==> src/rtl/core/ccq_pkg.sv <==
// Shared types, codes and helpers of the coalescing command queue.
// No dependencies.
package ccq_pkg;
	localparam int ARGS_W = 53;
	localparam int PV_W = 48;
	localparam int GEN_W = 32;
	localparam int KEY_W = 45;

	typedef enum logic [1:0] {CLS_BYPASS, CLS_COAL, CLS_FIFO, CLS_DRAIN} cls_t;

	typedef enum logic [1:0] {
		RES_ACCEPT = 2'd0,
		RES_REJECT = 2'd1,
		RES_EXEC = 2'd2,
		RES_DONE = 2'd3
	} res_t;

	typedef enum logic [3:0] {
		ST_IDLE, ST_FIFO_WR, ST_SC_RD, ST_SC_CMP, ST_SC_END, ST_RESP,
		ST_DF_RD, ST_DF_CHK, ST_DS_RD, ST_DS_CHK, ST_DONE
	} state_t;

	typedef struct packed {
		logic [ARGS_W-1:0] args;
		logic [PV_W-1:0] pv;
		logic [GEN_W-1:0] gen;
	} entry_t;

	typedef struct packed {
		cls_t cls;
		entry_t ent;
		logic [GEN_W-1:0] active;
	} cmd_t;

	typedef struct packed {
		res_t rtype;
		logic [ARGS_W-1:0] args;
		logic [PV_W-1:0] pv;
		logic is_last;
		logic [5:0] consumed;
		logic [6:0] total;
	} result_t;

	function automatic logic [KEY_W-1:0] key_of(input entry_t e);
		return {e.pv[47:32], e.args[52:24]};
	endfunction

	function automatic logic is_stale(input logic [GEN_W-1:0] g, input logic [GEN_W-1:0] a);
		return (g != '0) && (g != a);
	endfunction
endpackage

==> src/rtl/core/ccq_ifs.sv <==
// Channel interfaces of the coalescing command queue: request, response, config.
// No dependencies.
interface ccq_req_if;
	logic valid;
	logic ready;
	logic cmd;
	logic bypass;
	logic [4:0] kind;
	logic [7:0] arg_a;
	logic [7:0] arg_b;
	logic [7:0] arg_c;
	logic [7:0] arg_d;
	logic [15:0] wide_arg;
	logic [15:0] param_key;
	logic [31:0] payload_value;
	logic [31:0] generation;
	logic [31:0] live_generation;
	modport source(output valid, cmd, bypass, kind, arg_a, arg_b, arg_c, arg_d, wide_arg,
		param_key, payload_value, generation, live_generation, input ready);
	modport sink(input valid, cmd, bypass, kind, arg_a, arg_b, arg_c, arg_d, wide_arg,
		param_key, payload_value, generation, live_generation, output ready);
endinterface


interface ccq_cfg_if;
	logic valid;
	logic ready;
	logic [31:0] data;
	modport source(output valid, data, input ready);
	modport sink(input valid, data, output ready);
endinterface

==> src/rtl/core/ccq_front.sv <==
// Front end: config register, item intake, classification, two-entry command queue.
// Depends on ccq_pkg and ccq_ifs.
module ccq_front (
	input logic clk,
	input logic arst_n,
	ccq_cfg_if.sink cfg,
	ccq_req_if.sink req,
	output ccq_pkg::cmd_t head,
	output logic head_valid,
	input logic head_pop
);
	logic [31:0] mask_q;
	logic [1:0] cnt_q;
	ccq_pkg::cmd_t ent0_q, ent1_q, new_cmd;
	logic push;
	logic wr_idx;

	assign cfg.ready = 1'b1;
	assign req.ready = (cnt_q != 2'd2);
	assign push = req.valid && req.ready;
	assign wr_idx = (cnt_q - {1'b0, head_pop}) != 2'd0;

	always_comb begin
		new_cmd.ent.args = {req.kind, req.arg_a, req.arg_b, req.arg_c, req.arg_d, req.wide_arg};
		new_cmd.ent.pv = {req.param_key, req.payload_value};
		new_cmd.ent.gen = req.generation;
		new_cmd.active = req.live_generation;
		if (req.cmd) begin
			new_cmd.cls = ccq_pkg::CLS_DRAIN;
		end else if (req.bypass) begin
			new_cmd.cls = ccq_pkg::CLS_BYPASS;
		end else if (mask_q[req.kind]) begin
			new_cmd.cls = ccq_pkg::CLS_COAL;
		end else begin
			new_cmd.cls = ccq_pkg::CLS_FIFO;
		end
	end

	always_ff @(posedge clk or negedge arst_n) begin
		if (!arst_n) begin
			mask_q <= '0;
			cnt_q <= '0;
		end else begin
			if (cfg.valid) begin
				mask_q <= cfg.data;
			end
			cnt_q <= cnt_q + {1'b0, push} - {1'b0, head_pop};
		end
	end

	always_ff @(posedge clk) begin
		if (push && !wr_idx) begin
			ent0_q <= new_cmd;
		end else if (head_pop) begin
			ent0_q <= ent1_q;
		end
		if (push && wr_idx) begin
			ent1_q <= new_cmd;
		end
	end

	assign head = ent0_q;
	assign head_valid = (cnt_q != 2'd0);
endmodule

==> src/flat_wrapper.sv <==
// flat-port wrapper written by rule: the top's interface ports become plain ports
module ccq_front_flat 
  (clk, arst_n, head, head_valid, head_pop, cfg_valid, cfg_data, cfg_ready, req_valid, req_cmd, req_bypass, req_kind, req_arg_a, req_arg_b, req_arg_c, req_arg_d, req_wide_arg, req_param_key, req_payload_value, req_generation, req_live_generation, req_ready);
  ccq_cfg_if cfg_i ();
  ccq_req_if req_i ();
  input logic clk;
  input logic arst_n;
  output ccq_pkg::cmd_t head;
  output logic head_valid;
  input logic head_pop;
  input wire logic [$bits(cfg_i.valid)-1:0] cfg_valid;
  input wire logic [$bits(cfg_i.data)-1:0] cfg_data;
  output wire logic [$bits(cfg_i.ready)-1:0] cfg_ready;
  input wire logic [$bits(req_i.valid)-1:0] req_valid;
  input wire logic [$bits(req_i.cmd)-1:0] req_cmd;
  input wire logic [$bits(req_i.bypass)-1:0] req_bypass;
  input wire logic [$bits(req_i.kind)-1:0] req_kind;
  input wire logic [$bits(req_i.arg_a)-1:0] req_arg_a;
  input wire logic [$bits(req_i.arg_b)-1:0] req_arg_b;
  input wire logic [$bits(req_i.arg_c)-1:0] req_arg_c;
  input wire logic [$bits(req_i.arg_d)-1:0] req_arg_d;
  input wire logic [$bits(req_i.wide_arg)-1:0] req_wide_arg;
  input wire logic [$bits(req_i.param_key)-1:0] req_param_key;
  input wire logic [$bits(req_i.payload_value)-1:0] req_payload_value;
  input wire logic [$bits(req_i.generation)-1:0] req_generation;
  input wire logic [$bits(req_i.live_generation)-1:0] req_live_generation;
  output wire logic [$bits(req_i.ready)-1:0] req_ready;
  assign cfg_i.valid = cfg_valid;
  assign cfg_i.data = cfg_data;
  assign cfg_ready = cfg_i.ready;
  assign req_i.valid = req_valid;
  assign req_i.cmd = req_cmd;
  assign req_i.bypass = req_bypass;
  assign req_i.kind = req_kind;
  assign req_i.arg_a = req_arg_a;
  assign req_i.arg_b = req_arg_b;
  assign req_i.arg_c = req_arg_c;
  assign req_i.arg_d = req_arg_d;
  assign req_i.wide_arg = req_wide_arg;
  assign req_i.param_key = req_param_key;
  assign req_i.payload_value = req_payload_value;
  assign req_i.generation = req_generation;
  assign req_i.live_generation = req_live_generation;
  assign req_ready = req_i.ready;
  ccq_front u_core (.clk(clk), .arst_n(arst_n), .cfg(cfg_i), .req(req_i), .head(head), .head_valid(head_valid), .head_pop(head_pop));
endmodule
==> config.mk <==
export PLATFORM = sky130hd
export DESIGN_NAME = ccq_front_flat
export DESIGN_NICKNAME = d
export VERILOG_FILES = /design/src/rtl/core/ccq_pkg.sv /design/src/rtl/core/ccq_ifs.sv /design/src/rtl/core/ccq_front.sv /design/src/flat_wrapper.sv
export SDC_FILE = /design/constraint.sdc
export NUM_CORES = 1
export LEC_CHECK = 0
export ABC_CLOCK_PERIOD_IN_PS = 30600
export BUFFER_PORTS_ARGS = -buffer_cell sky130_fd_sc_hd__buf_2
export CORE_ASPECT_RATIO = 1.75
export CORE_UTILIZATION = 56
export DETAILED_ROUTE_END_ITERATION = 12
export PLACE_DENSITY = 0.84
export REMOVE_ABC_BUFFERS = 1
export SYNTH_ARGS = -nofsm -noshare
export SYNTH_HDL_FRONTEND = slang
export SYNTH_SLANG_ARGS = --single-unit
==> constraint.sdc <==
create_clock -name clk -period 30.6 [get_ports clk]
set_clock_uncertainty 0.15 [all_clocks]
set_input_delay 3.06 -clock clk [delete_from_list [all_inputs] [get_ports clk]]
set_output_delay 3.06 -clock clk [all_outputs]
set_load 0.1 [all_outputs]
==> results.toml <==
[sta]
maxSlewViolCount = 0
rsz0062_at_grt = "no"
fin_crit_sh = 0.214
setup-violations-final = 0
slew-limit-headroom = 0.237
fin_ws_ns = 24.05
tns_ns = 0
hold_violations = 0
tightestPinTransition_ns = 1.14
fin_crit_ns = 6.55
max_freq_mhz = 153

[finish]
drive_gt1_frac = 0.309
final_net_count = 1576
final_area_um2 = 16900
syn2layout_area_growth_pct = 23.0

[logic_synthesis]
synth-compound-area-share = 0.00800
synth_top_family_by_area = "simple AND/OR/NAND/NOR gates"
synth_cell_type_count = 36
ys_ff_latch = 368
yosys.area_share.simple = 0.146
synth_area_um2 = 13800
yosys_warnings = 0
synth.area.top_cells = "edfxtp_1, nand2_1, dfrtp_1"
yosys.area.top_type_share = 0.729
synthMuxAreaShare = 0.0378
synthFlopType = "edfxtp_1"
syn_avg_cell_area_um2 = 13.7
synth_fa_ha_area_frac = 0.00182
syn_inst = 1003
synth_edf_count = 334
yosys.area_share.xor_xnor = 0.00127
seq_area_frac_synth = 0.791
synth.largest_area_cell = "edfxtp_1"
async_flop_share = 0.0924

[cts]
insertion_delay_ns = 0.56
root_buffer = "clkbuf_16"
cts_setup_buffers = 0
h-tree-depth = 1
clockBufferDepth = 3
postCtsHoldBufs = 0
clkTransAtPathRegs_ns = 0.06
cts_tree = "done"
numCtsBuffers = 31
ctsResizeCount = 0
clock-sinks = 368

[placement]
place_congestion = 0.842
dpl_cell_area_um2 = 15900
place_hpwl_um = 21500
port_buffers = 372
post-place-ws_ns = 23.38

[detailed_routing]
vias = 9122
wl_per_cell_um = 19.0
drt_iter0_drc = 671
drc = 0
wirelength_um = 32600
antenna_left = 0
viasPerCell = 5.32
first_pass_iters = 5

[job]
max_cap_viol_count = 0

[global_route]
antenna_found_initial = 17
grt_pass1_wl_um = 48500
overflow = 0
grt_util_all_layers = 0.254
grt_max_degree = 101
grt_pass1_vias = 9105

[critical_path]
start_kind = "input port"
crit_arrival_ns = 6.57
path_class = "in2reg"
max_stage_delay_ns = 0.99
path_cells = "buf_2 -> ha_1 -> o21ai_1 -> nand3_4 -> nand2b_4 -> buf_4 -> buf_4"
worst_ep_required_time_ns = 30.62
worst-path-buf-inv = 3
cp_top_family = "buffers and inverters"
crit_path_max_fanout = 84
cp_slowest_cell = "buf_4"
cp_common_cell = "buf_4"
end_kind = "register"

[min_path]
min_path_type = "reg2reg"

[floorplan]
rows = 75
start_util = 0.573
io-pin-count = 374
core_area_um2 = 24000
dieArea_um2 = 25200
die_h_um = 209
die_x_um = 121

[status]
status = "finished, final reports clean"
-- stage by stage --
stage / hold WS [ns] / util / std cells
after detailed placement: 0.324 / 0.662 / 1645
after global routing: 0.348 / 0.704 / 1713
final: 0.336 / 0.705 / 1715
after global placement: 0.317 / 0.662 / 1645
after floorplan: 0.307 / - / 959
after CTS: 0.339 / 0.703 / 1701
-- state kept, by name (all words and copies together) (netlist names) --
name	count
u_core.head	167
u_core.mask_q	32
u_core.ent1_q	167
u_core.cnt_q	2
-- cell usage after synthesis, types with 2 or more instances --
| cell type | count |
|---|---|
| mux2i_1 | 16 |
| o21bai_1 | 2 |
| nand2_1 | 504 |
| inv_1 | 2 |
| dfrtp_1 | 34 |
| clkbuf_1 | 29 |
| mux2_2 | 2 |
| and2b_1 | 2 |
| buf_2 | 8 |
| xnor2_1 | 2 |
| buf_1 | 4 |
| buf_6 | 2 |
| and3_1 | 3 |
| nand3_1 | 5 |
| a22oi_1 | 2 |
| nand2b_1 | 2 |
| mux2_1 | 30 |
| a21oi_1 | 2 |
| edfxtp_1 | 334 |
| ha_1 | 2 |
-- layer usage --
layer,track usage,share of wire,vias to the layer above,wire length [µm]
met1,0.282,0.34,4394,11100
met5,0,0.00098,-,32
li1,-,-,4183,-
met4,0.143,0.051,6,1680
met3,0.0614,0.078,101,2540
met2,0.441,0.53,438,17200
-- kinds of logic (layout without fill, tap and decap cells) --
| kind of cell | count (synthesis) | after routing |
|---|---|---|
| buffers and inverters | 46 | 436 |
| AND/OR/NAND/NOR | 522 | 522 |
| flip-flops | 368 | 368 |
| AO/OA/AOI/OAI | 14 | 14 |
| other | 1 | 15 |
| multiplexers | 48 | 48 |
| adder cells (fa/ha/maj) | 2 | 2 |
| XOR/XNOR | 2 | 2 |
-- final cells by class --
| cell class | count | area [µm²] |
|---|---|---|
| clock inverter | 19 | 194 |
| multi-input combinational | 589 | 2720 |
| antenna | 14 | 35.0 |
| timing repair buffer | 378 | 1910 |
| sequential | 368 | 10900 |
| inverter | 2 | 7.51 |
| clock buffer | 37 | 798 |
| fill | 1669 | 7100 |
| tap | 308 | 385 |
-- worst paths after layout --
kind | startpoint | to | slack, ns | cells after the start
setup / recovery | head_pop | u_core.head[54] | 24.05 | 7
hold / removal | u_core.mask_q[11] | u_core.mask_q[11] | 0.34 | 1
setup reg to reg | u_core.cnt_q[0] | u_core.head[54] | 26.25 | 8
hold reg to reg | u_core.mask_q[11] | u_core.mask_q[11] | 0.34 | 1
max in group asynchronous | arst_n | u_core.mask_q[4] | 27.42 | 1
min in group asynchronous | arst_n | u_core.cnt_q[0] | 2.42 | 1
-- layout by cell type, fill, tap and decap left out, types with 2 or more instances in the layout --
master       n
ha_1         2
clkinv_2     7
nand3_1      4
xnor2_1      2
mux2i_1     16
o21bai_1     2
diode_2     14
mux2_1      30
bufinv_16    4
clkbuf_16   31
and3_4       2
a22oi_1      2
mux2_2       2
edfxtp_1   334
buf_2      372
and3_1       2
a21oi_1      2
inv_1        2
clkinv_1     6
and2b_1      2
clkbuf_1     6
buf_4        6
nand2_1    504
dfrtp_1     34
Power is left out: the tool's default activity adds up to more than one toggle a clock period on the data nets, which glitch-free logic cannot reach.
